`config.mk`:
```
export PLATFORM = sky130hd
export DESIGN_NAME = ordered_list_append_remove_search
export DESIGN_NICKNAME = d
export VERILOG_FILES = /design/src/rtl/olars_pkg.sv /design/src/rtl/olars_cell.sv /design/src/rtl/ordered_list_append_remove_search.sv
export VERILOG_INCLUDE_DIRS = /design/src /design/src/rtl
export SDC_FILE = /design/constraint.sdc
export NUM_CORES = 1
export LEC_CHECK = 0
export BUFFER_PORTS_ARGS = -buffer_cell sky130_fd_sc_hd__buf_2
export CAP_MARGIN = 40
export CORE_MARGIN = 5
export CORE_UTILIZATION = 58
export DETAILED_ROUTE_END_ITERATION = 10
export GPL_ROUTABILITY_DRIVEN = 1
export PLACE_DENSITY = 0.74
export SETUP_SLACK_MARGIN = 0.15
export SLEW_MARGIN = 0
export SYNTH_ARGS = -nofsm -noshare
export SYNTH_HDL_FRONTEND = slang
export SYNTH_SLANG_ARGS = --single-unit
```
`constraint.sdc`:
```
create_clock -name clk -period 9.2 [get_ports clk]
set_input_delay 0.92 -clock clk [delete_from_list [all_inputs] [get_ports clk]]
set_output_delay 0.92 -clock clk [all_outputs]
set_load 0.02 [all_outputs]
```
`src/rtl/ordered_list_append_remove_search_macros.svh`:
```
// Assertion helpers. Define ASSERT_OFF to compile them out.
`ifndef ORDERED_LIST_APPEND_REMOVE_SEARCH_MACROS_SVH
`define ORDERED_LIST_APPEND_REMOVE_SEARCH_MACROS_SVH

`ifndef ASSERT_OFF

// Same-cycle implication, disabled while reset is low.
`define OLARS_ASSERT_NOW(label, clk, rst_n, ante, cons) \
  label: assert property (@(posedge clk) disable iff (!rst_n) (ante) |-> (cons)) \
    else $error("olars assertion failed");

// Next-cycle implication, disabled while reset is low.
`define OLARS_ASSERT_NEXT(label, clk, rst_n, ante, cons) \
  label: assert property (@(posedge clk) disable iff (!rst_n) (ante) |=> (cons)) \
    else $error("olars assertion failed");

`else

`define OLARS_ASSERT_NOW(label, clk, rst_n, ante, cons)
`define OLARS_ASSERT_NEXT(label, clk, rst_n, ante, cons)

`endif

`endif

```
`src/rtl/olars_pkg.sv`:
```
package olars_pkg;

  localparam int DEPTH       = 16;
  localparam int VALUE_WIDTH = 32;
  localparam int CNT_W       = $clog2(DEPTH + 1);
  localparam int OP_W        = 2;
  localparam int ST_W        = 2;
  localparam int IN_TDATA_W  = ((OP_W + VALUE_WIDTH + 7) / 8) * 8;
  localparam int OUT_TDATA_W = ((ST_W + CNT_W + 7) / 8) * 8;

  typedef logic [VALUE_WIDTH-1:0] value_t;
  typedef logic [CNT_W-1:0]       count_t;

  typedef enum logic [OP_W-1:0] {
    OP_APPEND = 2'd0,
    OP_REMOVE = 2'd1,
    OP_SEARCH = 2'd2
  } op_t;

  typedef enum logic [ST_W-1:0] {
    ST_OK        = 2'd0,
    ST_NOT_FOUND = 2'd1,
    ST_EMPTY     = 2'd2,
    ST_FULL      = 2'd3
  } status_t;

  // Broadcast to every cell of the chain.
  typedef struct packed {
    logic   append;
    logic   remove;
    value_t key;
  } cell_ctl_t;

endpackage

```
`src/rtl/olars_cell.sv`:
```
module olars_cell (
  input  logic                clk,
  input  logic                rst_n,
  input  olars_pkg::cell_ctl_t ctl,
  input  logic                prev_valid,   // left neighbor holds an entry
  input  logic                hit_in,       // match somewhere to the left
  input  olars_pkg::value_t   next_value,   // right neighbor's entry
  input  logic                next_valid,
  output logic                hit_out,
  output olars_pkg::value_t   value_out,
  output logic                valid_out
);
  import olars_pkg::*;

  value_t value_r, value_nxt;
  logic   valid_r, valid_nxt;
  logic   is_tail;

  assign is_tail   = !valid_r && prev_valid;
  assign hit_out   = hit_in || (valid_r && (value_r == ctl.key));
  assign value_out = value_r;
  assign valid_out = valid_r;

  always_comb begin
    value_nxt = value_r;
    valid_nxt = valid_r;
    if (ctl.append && is_tail) begin
      value_nxt = ctl.key;
      valid_nxt = 1'b1;
    end else if (ctl.remove && hit_out) begin
      // at or past the first match: pull from the right
      value_nxt = next_value;
      valid_nxt = next_valid;
    end
  end

  always_ff @(posedge clk) begin
    if (!rst_n) begin
      valid_r <= 1'b0;
    end else begin
      valid_r <= valid_nxt;
    end
  end

  always_ff @(posedge clk) begin
    value_r <= value_nxt;
  end

endmodule

```
`src/rtl/ordered_list_append_remove_search.sv`:
```
// Channel | Dir | Ports                    | Beat contents
// in_     | in  | in_tvalid/tready/tdata   | op, value
// out_    | out | out_tvalid/tready/tdata  | status, entry_count
//
// One item per cycle unless stalled: the cell chain compares, shifts and appends
// in the accepting cycle; the result appears in the output register on the next
// cycle. The first-match ripple through all DEPTH cells sets the clock period.
// Reset (rst_n low, synchronous) empties the list at once: valid bits and the
// count clear, no sweep. in_tready drops only while a result sits untaken.
module ordered_list_append_remove_search (
  input  logic                              clk,
  input  logic                              rst_n,
  input  logic                              in_tvalid,
  output logic                              in_tready,
  input  logic [olars_pkg::IN_TDATA_W-1:0]  in_tdata,   // [1:0] op, [33:2] value
  output logic                              out_tvalid,
  input  logic                              out_tready,
  output logic [olars_pkg::OUT_TDATA_W-1:0] out_tdata   // [1:0] status, [6:2] entry_count
);
  import olars_pkg::*;

  `include "ordered_list_append_remove_search_macros.svh"

  logic                   acc;
  logic [OP_W-1:0]        op;
  cell_ctl_t              ctl;
  logic                   full, empty, found;

  logic [DEPTH-1:0]       valid_vec;
  logic [DEPTH-1:0]       hit_vec;
  value_t                 value_vec [DEPTH];

  count_t                 held_count_r, count_nxt;
  status_t                status_nxt;
  logic                   out_valid_r;
  logic [OUT_TDATA_W-1:0] out_tdata_r;

  // Skid-free output register: accept whenever the slot frees this cycle.
  assign in_tready  = !out_valid_r || out_tready;
  assign acc        = in_tvalid && in_tready;
  assign out_tvalid = out_valid_r;
  assign out_tdata  = out_tdata_r;

  assign op         = in_tdata[OP_W-1:0];
  assign ctl.key    = in_tdata[OP_W +: VALUE_WIDTH];
  assign ctl.append = acc && (op == OP_APPEND);
  assign ctl.remove = acc && (op == OP_REMOVE);

  assign full  = (held_count_r == CNT_W'(DEPTH));
  assign empty = (held_count_r == '0);
  assign found = hit_vec[DEPTH-1];

  // Cell 0 sees a valid left edge so an empty list appends into it.
  genvar g;
  generate
    for (g = 0; g < DEPTH; g++) begin : g_cell
      logic   prev_v, hin, nxt_v;
      value_t nxt_val;
      if (g == 0) begin : g_first
        assign prev_v = 1'b1;
        assign hin    = 1'b0;
      end else begin : g_mid
        assign prev_v = valid_vec[g-1];
        assign hin    = hit_vec[g-1];
      end
      if (g == DEPTH - 1) begin : g_last
        assign nxt_val = '0;
        assign nxt_v   = 1'b0;
      end else begin : g_inner
        assign nxt_val = value_vec[g+1];
        assign nxt_v   = valid_vec[g+1];
      end
      olars_cell u_cell (
        .clk        (clk),
        .rst_n      (rst_n),
        .ctl        (ctl),
        .prev_valid (prev_v),
        .hit_in     (hin),
        .next_value (nxt_val),
        .next_valid (nxt_v),
        .hit_out    (hit_vec[g]),
        .value_out  (value_vec[g]),
        .valid_out  (valid_vec[g])
      );
    end
  endgenerate

  always_comb begin
    status_nxt = ST_OK;
    count_nxt  = held_count_r;
    unique case (op)
      OP_APPEND: begin
        if (full) begin
          status_nxt = ST_FULL;
        end else begin
          count_nxt = held_count_r + count_t'(1);
        end
      end
      OP_REMOVE: begin
        if (empty) begin
          status_nxt = ST_EMPTY;
        end else if (found) begin
          count_nxt = held_count_r - count_t'(1);
        end else begin
          status_nxt = ST_NOT_FOUND;
        end
      end
      OP_SEARCH: begin
        status_nxt = found ? ST_OK : ST_NOT_FOUND;
      end
      default: begin
        // unused code: no change, report OK
        status_nxt = ST_OK;
      end
    endcase
  end

  always_ff @(posedge clk) begin
    if (!rst_n) begin
      held_count_r <= '0;
      out_valid_r  <= 1'b0;
    end else begin
      if (acc) begin
        held_count_r <= count_nxt;
        out_valid_r  <= 1'b1;
      end else if (out_tready) begin
        out_valid_r  <= 1'b0;
      end
    end
  end

  always_ff @(posedge clk) begin
    if (acc) begin
      out_tdata_r <= OUT_TDATA_W'({count_nxt, status_nxt});
    end
  end

  // count stays in range, agrees with the valid bits, and tracks appends and removes
  `OLARS_ASSERT_NOW(a_count_bound, clk, rst_n, 1'b1, held_count_r <= CNT_W'(DEPTH))
  `OLARS_ASSERT_NOW(a_count_valid, clk, rst_n, 1'b1,
                    $countones(valid_vec) == 32'(held_count_r))
  `OLARS_ASSERT_NEXT(a_append_grows, clk, rst_n, ctl.append && !full,
                     held_count_r == $past(held_count_r) + count_t'(1))
  `OLARS_ASSERT_NEXT(a_remove_shrinks, clk, rst_n, ctl.remove && found,
                     held_count_r == $past(held_count_r) - count_t'(1))

endmodule
```
After elaboration in Yosys (flattened, before gate mapping). Index checks and enable logic that the tools add are counted.

Word-level logic and storage cells: 248. Output and inout bits: 10. Register bits: 541.

Mux-type cells: 74. Add/subtract/negate cells: 2. Equality and inequality tests: 19. Reductions and logical operators: 118.

Operator list (number): 2-to-1 mux 32 bit (32); equality test 32 bit (16); logical AND 1 bit (66); 2-to-1 mux 1 bit (35); nonzero test 2 bit (17); zero test 1 bit (17); logical OR 1 bit (16); 2-to-1 mux 5 bit (3); case mux 5 bit (2 select lines) (1); case mux 2 bit (3 select lines) (1); adder 5 x 1 -> 5 bit (second input constant) (1); equality test 5 bit (second input constant) (1); zero test 5 bit (1); subtractor 5 x 1 -> 5 bit (second input constant) (1); 2-to-1 mux 2 bit (2); equality test 2 x 1 -> 1 bit (second input constant) (1); equality test 2 bit (second input constant) (1); zero test 2 bit (1).

Longest topological paths before layout. Gate-level depths: netlist of run 1.

Depth after elaboration: 20. Depth in mapped cells: 11. Depth with buffers taken out: 9.

Modules after synthesis. From an unflattened synthesis of run 1, not the netlist that was laid out.

Cells, all modules: 1995. Area, all modules: 29086.6 sq um.

Modules (own cells, without submodules): olars_cell (area each 1762.9 sq um, cells each 119, instances 16, seq. area each 980.9 sq um); ordered_list_append_remove_search (area each 879.6 sq um, cells each 91, instances 1, seq. area each 330.3 sq um).

Worst setup path before layout of run 1. Ideal clock, no wire load.

Kind: input -> register. From: in in_tdata[12] in the netlist's numbering. To: reg g_cell[14].u_cell.value_r[0], enable pin. Setup time: 0.466 ns. Arrival time: 5.423 ns. Setup slack: 3.311 ns. Required time: 8.734 ns. Cell stages on the path: 9. Path buffers: 1. Path through: buf_2 > xor2_1 > or4_1 > or4b_1 > or4_4 > nand4_4 > nor4_1 > and2_1 > o21ai_0.

Word-level cells in the longest chain between the ends: 18.

Ends and longest elaborated chain: start, declared (line ordered_list_append_remove_search.sv:15) `input logic [olars_pkg::IN_TDATA_W-1:0] in_tdata,`; equality test 32 bit (line olars_cell.sv:20) `assign hit_out = hit_in || (valid_r && (value_r == ctl.key));`; logical AND 1 bit (line olars_cell.sv:20); logical OR 1 bit (13 in a row) (line olars_cell.sv:20); logical OR 1 bit (*) (line olars_cell.sv:20); logical AND 1 bit (*) (line olars_cell.sv:30) `end else if (ctl.remove && hit_out) begin`; nonzero test 2 bit (no line) (*); end signal, assigned (line olars_cell.sv:46) `value_r <= value_nxt;`; end, declared (line olars_cell.sv:15) `value_t value_r, value_nxt;`.

Mark *: on every way between the ends. The rest lies on a longest branch, timed or not. A chain may end at the register's enable or synchronous reset.

Final worst setup path of run 1.
From: in in_tdata[7] in the netlist's numbering. To: reg g_cell[14].u_cell.value_r[3], enable pin.

Same word-level chain as after synthesis.

==> results of run 1 <==
[how the worst max path moves through the flow]
| stage | from | endpoint | slack [ns] |
|---|---|---|---|
| 3_5_place_dp | in_tdata[2] | g_cell[12].u_cell.value_out[2] | 4.31 |
| 5_1_grt | in_tdata[31] | g_cell[14].u_cell.value_out[3] | 4.77 |
| 3_3_place_gp | in_tdata[30] | g_cell[12].u_cell.value_out[29] | 4.04 |
| 2_1_floorplan | in_tdata[12] | g_cell[14].u_cell.value_out[0] | 3.31 |
| 6_report | in_tdata[7] | g_cell[14].u_cell.value_out[3] | 4.88 |
| 4_1_cts | in_tdata[7] | g_cell[14].u_cell.value_out[3] | 4.97 |
[routing by layer]
metal  share of wire  GRT usage  vias up  wire, um
met2            0.48      0.477      832     40700
met1            0.43      0.412    10100     36500
li1                -          -     8915         -
met3           0.069     0.0421      190      5940
met5         0.00012          0        -        10
met4           0.029     0.0903        2      2470
[logic make-up after synthesis]
group | after synthesis
compound gates | 102
xor+xnor | 511
fa+ha+maj | 2
buf+inv | 212
flops | 541
mux | 467
other cells | 1
simple gates | 571
[power by group]
part / internal [W] / leakage (nW) / switching, W / total (W)
Clock: 0.00133 / 0.925 / 0.000989 / 0.00232
Sequential: 0.00267 / 4.47 / 0.00000472 / 0.00267
Combinational: 0.000105 / 5.16 / 0.000255 / 0.000361
Total: 0.00410 / 10.6 / 0.00125 / 0.00535
[registers in the layout, indices dropped and copies added (netlist names)]
signal	count
g_cell.u_cell.valid_out	16
g_cell.u_cell.value_out	512
out_tdata	7
out_tvalid	1
held_count_r	5
[synthesized netlist by cell type, drive strengths merged (20+ instances only)]
cell type	instances	share of area
o21ai	44	0.0072
dfxtp	22	0.014
xor2	308	0.088
mux2	453	0.17
nand3	33	0.0054
nand2b	20	0.0041
xnor2	203	0.058
a21oi	21	0.0034
nor3	31	0.0051
nor2	31	0.0038
nand2	100	0.012
clkbuf	85	0.010
nand4	88	0.018
nand4b	23	0.0066
nor4	146	0.030
buf	112	0.017
and2	33	0.0067
edfxtp	519	0.51
[metrics by stage]
| stage | std cells | hold WS (ns) | setup WS [ns] | total power, W | cell area (um2) |
|---|---|---|---|---|---|
| global placement | 3008 | 0.499 | 4.04 | 0.00307 | 31400 |
| finish | 3125 | 0.560 | 4.88 | 0.00535 | 33400 |
| floorplan | 2407 | 0.517 | 3.31 | 0.00296 | 30700 |
| global route | 3125 | 0.551 | 4.77 | 0.00551 | 33400 |
| CTS | 3125 | 0.532 | 4.97 | 0.00538 | 33400 |
| detailed placement | 3013 | 0.554 | 4.31 | 0.00308 | 31500 |
[layout make-up]
type                       count  area (um2)  area share
clock buffer                  85        1730      0.0518
clock inverter                27         165     0.00495
inverter                      15        56.3     0.00169
multi-input combinational   1654       13700       0.412
sequential                   541       16000       0.480
tap                          688         861      0.0258
timing repair buffer         115         808      0.0242
[worst max-delay path: cells and delay by family]
family / cells / cell delay, ns
AO/OA/AOI/OAI: 1 / 0.10
XOR/XNOR: 1 / 0.14
buffers and inverters: 4 / 1.61
AND/OR/NAND/NOR: 6 / 1.75
==> results.toml, run 1 <==
[power_and_ir_drop]
ir_drop_mv = 0.148
p_leak_nw = 10.6
power.density_nw_per_um2 = 160

[yosys]
ys_ff_latch = 541
synth_cell_type_count = 56
synth_edf_count = 519
synth_compound_area_frac = 0.0206
synth_simple_gate_area_share = 0.109
synth_area_um2 = 30700
synth.avg_cell_area_um2 = 12.7
synthCells = 2407
synth_xor_area_frac = 0.146
synth_top_family_by_area = "multiplexers"
synth_nets = 2453
synthAdderAreaFrac = 0.000816
yosysSeqAreaShare = 0.523
synth.area.mux_share = 0.171
synthArstFlopShare = 0
yosys_most_used_dff = "edfxtp_1"
yosys_warnings = 0

[clock_tree]
clk_latency_ns = 0.64
clk_transition_reported_paths_ns = 0.06
cts_hold_buf = 0
cts_made_buffers = 60
cts_tree = "yes"
htree_levels = 2
cts_buffer_depth = 3
postCtsSetupRepairBufs = 0
cts.repair.resized = 0
numClockSinks = 541
clockRootBuffer = "clkbuf_16"

[cells_and_area]
drive_gt1_frac = 0.275
final_common_cell = "edfxtp_1"
layout.nets = 2433
area_growth_pct = 8.93
fill_cells = 3946
diodes = 0
final_cell_mix = "519 x edfxtp_1, 453 x mux2_2, 308 x xor2_1"
fin_util = 0.637

[worst_hold_path]
holdCritStartpoint = "in_tvalid"
worstHoldPathCells = 3
hold_path_class = "in -> reg"
worstHoldEndpoint = "out_tvalid"

[detailed_routing]
vias_per_cell = 6.40
drtIter0Drc = 1967
via_count = 20000
routed_wl_um = 85600
drt-pass1-iter-count = 6
drcViolationCount = 0
wl_per_cell_um = 27.4
antenna_left = 0

[timing]
period_minus_slack_ns = 4.32
fin_worst_skew_ns = 0.0228
setup_tns_ns = 0
rsz0062_at_grt = "no"
setup_viol = 0
hold_violations = 0
finalCritPeriodShare = 0.469
drv_slew = 0
tightest_slew_ns = 0.870
slew_headroom = 0.420
fmax_mhz = 232

[global_routing]
globalRouteTotalUtil = 0.292
grt_overflow = 0
grt_max_degree = 37
grt_pass1_wl_um = 127000
antenna_found_initial = 1
grt_pass1_vias = 19900

[status]
outcome = "completed"

[critical_path]
rr_worst_depth = 8
crit_fanout = 32
reg2reg_slack_ns = 5.35
critical_path_class = "in -> reg"
cp_slowest_cell = "buf_2"
reg2reg_from = "g_cell[1].u_cell.value_out[10]"
crit_chain = "buf_2 -> buf_4 -> xor2_1 -> nor4_1 -> nand4_1 -> nor4_1 -> or4_1 -> nor4_1 -> buf_4 -> and2_1 -> o21ai_2 -> buf_4"
slowest_delay_ns = 0.55
endpoint_kind = "flop"
r2r-end = "g_cell[12].u_cell.value_out[24]"
start_kind = "primary input"
crit_arrival_ns = 4.58
required_ns = 9.47

[floorplan]
die_x_um = 240
die_area_um2 = 57600
boundaryPins = 54
start_util = 0.585
die_y_um = 240
rows = 84
core_um2 = 52400

[place]
gp_congestion = 0.959
port_buffers = 46
dpl.hpwl_um = 59500

[flow_run]
cap_viol_max_count = 0
Note: power is estimated with default switching activity, not from simulation.
==> run 2, diff against run 1 <==
- PLACE_DENSITY: 0.74 -> 0.77
- clock period: 9.2 -> 3.9 ns (I/O delays scaled with it)
==> run 2 against run 1 <==
Compared with the run above:
- wire length up 4.9%
- combinational power rose to 2.5 times the previous value
- clock skew decreased by 0.0031 ns
- largest power group unchanged
- final area increased by 1.5%
- first-iteration DRC count up 4.6%
- die area unchanged
- count of clock-buffer cells in the layout decreased by 13
- register-to-register slack worse by 5.0 ns
- highest routed layer unchanged
- sequential share of layout area fell by 0.72 points
- final cell count rose by 1.5%
- critical path depth decreased by 4
==> results.toml, run 2 (synthesized netlist as in run 1, its figures left out) <==
[detailed_routing]
wl_per_cell_um = 28.3
drcViolationCount = 0
via_count = 20600
vias_per_cell = 6.49
drtIter0Drc = 2058
drt-pass1-iter-count = 5
routed_wl_um = 89800
antenna_left = 0

[power_and_ir_drop]
ir_drop_mv = 0.328
p_leak_nw = 10.8
power.density_nw_per_um2 = 365
p_switching_w = 0.00292
clockPowerShare = 0.417
internal_power_w = 0.00946
power_w = 0.0124
seqPwrFrac = 0.509
combPwrFrac = 0.074
swShare = 0.236

[clock_tree]
cts_tree = "yes"
clockRootBuffer = "clkbuf_16"
htree_levels = 2
clk_latency_ns = 0.63
cts_made_buffers = 57
clk_transition_reported_paths_ns = 0.06
numClockSinks = 541
cts_buffer_depth = 3
postCtsSetupRepairBufs = 0

[cells_and_area]
diodes = 0
final_cell_mix = "519 x edfxtp_1, 453 x mux2_2, 308 x xor2_1"
area_growth_pct = 10.6
final_common_cell = "edfxtp_1"
layout.nets = 2487
largest_register_ffs = 512
drive_gt1_frac = 0.289
fin_cells = 3173
fin_util = 0.647

[timing]
drv_slew = 0
tightest_slew_ns = 0.821
setup_viol = 0
fmax_mhz = 283
finalCritPeriodShare = 0.905
fin_worst_skew_ns = 0.0197
setup_tns_ns = 0
rsz0062_at_grt = "no"
hold_violations = 0
slew_headroom = 0.448
period_minus_slack_ns = 3.53

[place]
dpl.cell_count = 3069
gp_congestion = 0.989
dpl.hpwl_um = 66200
port_buffers = 46

[global_routing]
grt.met3_usage = 0.0557
grt_pass1_vias = 20600
grt_use_met2 = 0.504
grt_overflow = 0
antenna_found_initial = 1
grt_max_degree = 37
grt.met1_usage = 0.417
globalRouteTotalUtil = 0.308
grt_pass1_wl_um = 133000
busiest_layer = "met2"

[floorplan]
rows = 84
core_um2 = 52400
start_util = 0.585
boundaryPins = 54
die_x_um = 240
die_area_um2 = 57600
die_y_um = 240

[critical_path]
reg2reg_slack_ns = 0.37
crit_chain = "xor2_1 -> or4_1 -> or4b_1 -> or4_4 -> nand4_1 -> o41ai_1 -> nand2_1 -> buf_12"
slowest_delay_ns = 0.60
critical_path_class = "reg -> reg"
start_kind = "flop"
required_ns = 4.22
crit_arrival_ns = 3.84
cp_slowest_cell = "or4_4"
crit_fanout = 32
endpoint_kind = "flop"

[flow_run]
cap_viol_max_count = 0

[worst_hold_path]
hold_path_class = "in -> reg"

[status]
outcome = "completed"
run 2: cell types whose count changed in the layout (fill, tap and decap cells not counted), sizes merged:
| cell | previous run | this run |
|---|---|---|
| bufinv | 1 | 2 |
| clkinv | 24 | 28 |
| clkinvlp | 3 | 0 |
| clkbuf | 85 | 72 |
| dlygate4sd3 | 0 | 1 |
| buf | 115 | 171 |
| inv | 14 | 16 |
run 2: metal layers:
metal	vias up	wire length, um
met5	-	13
met3	211	7210
met2	976	42600
met1	10400	36400
li1	9029	-
met4	2	3600
run 2: power groups by stage:
stage / Sequential (W) / Clock [W] / Combinational, W
after global placement: 0.00642 / 0 / 0.000883
after global routing: 0.00630 / 0.00545 / 0.000960
final: 0.00630 / 0.00516 / 0.000917
after detailed placement: 0.00643 / 0 / 0.000889
after floorplan: 0.00643 / 0 / 0.000552
after CTS: 0.00630 / 0.00522 / 0.000896
run 2: final cells by class:
type                       count  area, um2
timing repair buffer         172       1480
multi-input combinational   1654      13800
clock buffer                  72       1530
tap                          688        861
sequential                   541      16000
inverter                      15       56.3
clock inverter                31        196
fill                        3963      18500
run 2: repair_timing:
action,CTS,global route
endpoints found under the hold margin,1,0
hold buffers,1,0
resized for setup,0,0
run 2: final timing paths:
check / start / endpoint / depth (start not counted)
worst max-delay path: g_cell[1].u_cell.value_out[10] / g_cell[10].u_cell.value_out[11] / 8
worst max register to register: g_cell[1].u_cell.value_out[10] / g_cell[10].u_cell.value_out[11] / 8
worst min register to register: out_tvalid / out_tvalid / 2
worst min-delay path: out_tready / out_tvalid / 3
run 2: stage by stage:
stage	cell area [um2]	setup slack, ns	hold slack (ns)
3_5_place_dp	32200	0.220	0.514
6_report	33900	0.372	0.0840
2_1_floorplan	30700	0.200	0.517
3_3_place_gp	32200	0.265	0.501
4_1_cts	33900	0.364	0.0546
5_1_grt	33900	0.205	0.125
run 2: critical path, delay by kind of cell (launching register included):
kind,cells,cell delay [ns]
AND/OR/NAND/NOR,5,2.15
XOR/XNOR,1,0.21
buffers and inverters,1,0.22
AO/OA/AOI/OAI,1,0.19
flip-flops,1,0.42
==> run 3, diff against run 2 <==
- CELL_PAD_IN_SITES_DETAIL_PLACEMENT: not set -> 0
- CELL_PAD_IN_SITES_GLOBAL_PLACEMENT: not set -> 1
- CORE_UTILIZATION: 58 -> 48
- GPL_TIMING_DRIVEN: not set -> 0
- PLACE_DENSITY: 0.77 -> not set
- PLACE_DENSITY_LB_ADDON: not set -> 0.1
==> run 3 against run 2 <==
Compared with the run above:
- critical path depth grew 5
- wire length grew 45%
- final cell count grew 8.7%
- die area grew 20%
- hold slack lost 0.014 ns
- sequential power is essentially flat
- clock skew grew 0.0020 ns
- core utilization shrank 9.4 points
- register-to-register slack lost 0.20 ns
- final area grew 3.0%
- power grew 7.5%
- largest cell class unchanged
- combinational power grew 29%
==> results.toml, run 3 (synthesized netlist as in run 1, its figures left out) <==
[status]
outcome = "completed"

[detailed_routing]
drtIter0Drc = 2857
vias_per_cell = 6.46
antenna_left = 0
drcViolationCount = 0
drt-pass1-iter-count = 6
routed_wl_um = 130000
wl_per_cell_um = 37.8
via_count = 22300

[floorplan]
rows = 92
die_area_um2 = 69000
die_x_um = 263
die_y_um = 263
boundaryPins = 54
start_util = 0.485
core_um2 = 63200

[timing]
fin_worst_skew_ns = 0.0216
slew_headroom = 0.369
setup_viol = 0
hold_violations = 0
setup_tns_ns = 0
drv_slew = 0
period_minus_slack_ns = 3.86
finalCritPeriodShare = 0.990
rsz0062_at_grt = "no"
fmax_mhz = 259
tightest_slew_ns = 0.946
setup_ws_ns = 0.0389

[power_and_ir_drop]
power.density_nw_per_um2 = 381
power_w = 0.0133
ir_drop_mv = 0.332
p_leak_nw = 11.1

[clock_tree]
cts_buffer_depth = 3
cts_made_buffers = 61
cts_tree = "yes"
clockRootBuffer = "clkbuf_16"
clk_latency_ns = 0.65
clk_transition_reported_paths_ns = 0.06
numClockSinks = 541
htree_levels = 2

[critical_path]
critical_path_class = "in -> reg"
slowest_delay_ns = 0.51
endpoint_kind = "flop"
start_kind = "primary input"
crit_fanout = 20
crit_arrival_ns = 4.21
required_ns = 4.25
reg2reg_slack_ns = 0.17
crit_chain = "buf_2 -> buf_4 -> buf_4 -> xnor2_1 -> nand4_1 -> nor4_1 -> nand3_2 -> nand2_2 -> nor4_1 -> buf_2 -> and2_1 -> o21ai_4 -> buf_16"
cp_slowest_cell = "nor4_1"

[global_routing]
grt_pass1_wl_um = 175000
grt_overflow = 0
globalRouteTotalUtil = 0.362
grt_max_degree = 33
antenna_found_initial = 3
grt_pass1_vias = 21500

[place]
gp_congestion = 0.966
dp_slack_ns = -1.65
dpl.cell_count = 3312
port_buffers = 13
dpl.hpwl_um = 95700

[cells_and_area]
fin_util = 0.553
regArea_um2 = 16000
fin_cells = 3450
drive_gt1_frac = 0.288
final_common_cell = "edfxtp_1"
area_growth_pct = 13.9
fill_cells = 5372
layout.nets = 2598
final_cell_mix = "519 x edfxtp_1, 453 x mux2_2, 308 x xor2_1"
multi_input_area_um2 = 13800
largest_register_ffs = 512

[worst_hold_path]
hold_path_class = "in -> reg"

[flow_run]
cap_viol_max_count = 0
-- run 3: path summary, 6_finish.rpt --
kind	from	end	depth (start not counted)
max reg2reg	g_cell[1].u_cell.value_out[10]	g_cell[7].u_cell.value_out[16]	9
min	out_tready	out_tvalid	3
min reg2reg	out_tvalid	out_tvalid	2
max	in_tdata[8]	g_cell[14].u_cell.value_out[15]	13
-- run 3: final cells by class --
type	count	area share
Timing Repair Buffer	82	0.0274
Sequential cell	541	0.459
Multi-Input combinational cell	1654	0.397
Inverter	15	0.00161
Clock inverter	35	0.0102
Buffer	197	0.0286
Tap cell	846	0.0303
Antenna cell	5	0.000358
Clock buffer	75	0.0458
-- run 3: layer usage --
layer / part of all wire / global-route usage / vias up
met4: 0.077 / 0.213 / 0
li1: - / - / 9276
met5: 0 / 0 / -
met2: 0.44 / 0.550 / 1381
met1: 0.38 / 0.470 / 11200
met3: 0.10 / 0.0922 / 402
-- run 3: through the flow --
step | hold slack, ns | instance area, um2
4_1_cts | 0.0556 | 34700
3_3_place_gp | 0.505 | 31800
6_report | 0.0704 | 34900
5_1_grt | 0.109 | 34900
2_1_floorplan | 0.517 | 30700
3_5_place_dp | 0.525 | 32500
-- run 3: where the power goes --
| part | switching, W | internal, W | leakage (nW) |
|---|---|---|---|
| clock network | 0.00247 | 0.00335 | 0.950 |
| logic | 0.000881 | 0.000301 | 5.71 |
| registers | 0.0000107 | 0.00629 | 4.47 |
-- run 3: worst max-delay path: cells and delay by family --
family                 cells  cell delay, ns
AND/OR/NAND/NOR            6            1.65
buffers and inverters      5            1.71
AO/OA/AOI/OAI              1            0.22
XOR/XNOR                   1            0.19
-- run 3: timing repair --
action	4_1_cts	5_1_grt
hold endpoints to repair	1	0
pin swaps	2	2
setup endpoints to repair	457	149
resized for setup	68	9
buffers inserted	4	18
hold buffers	1	0
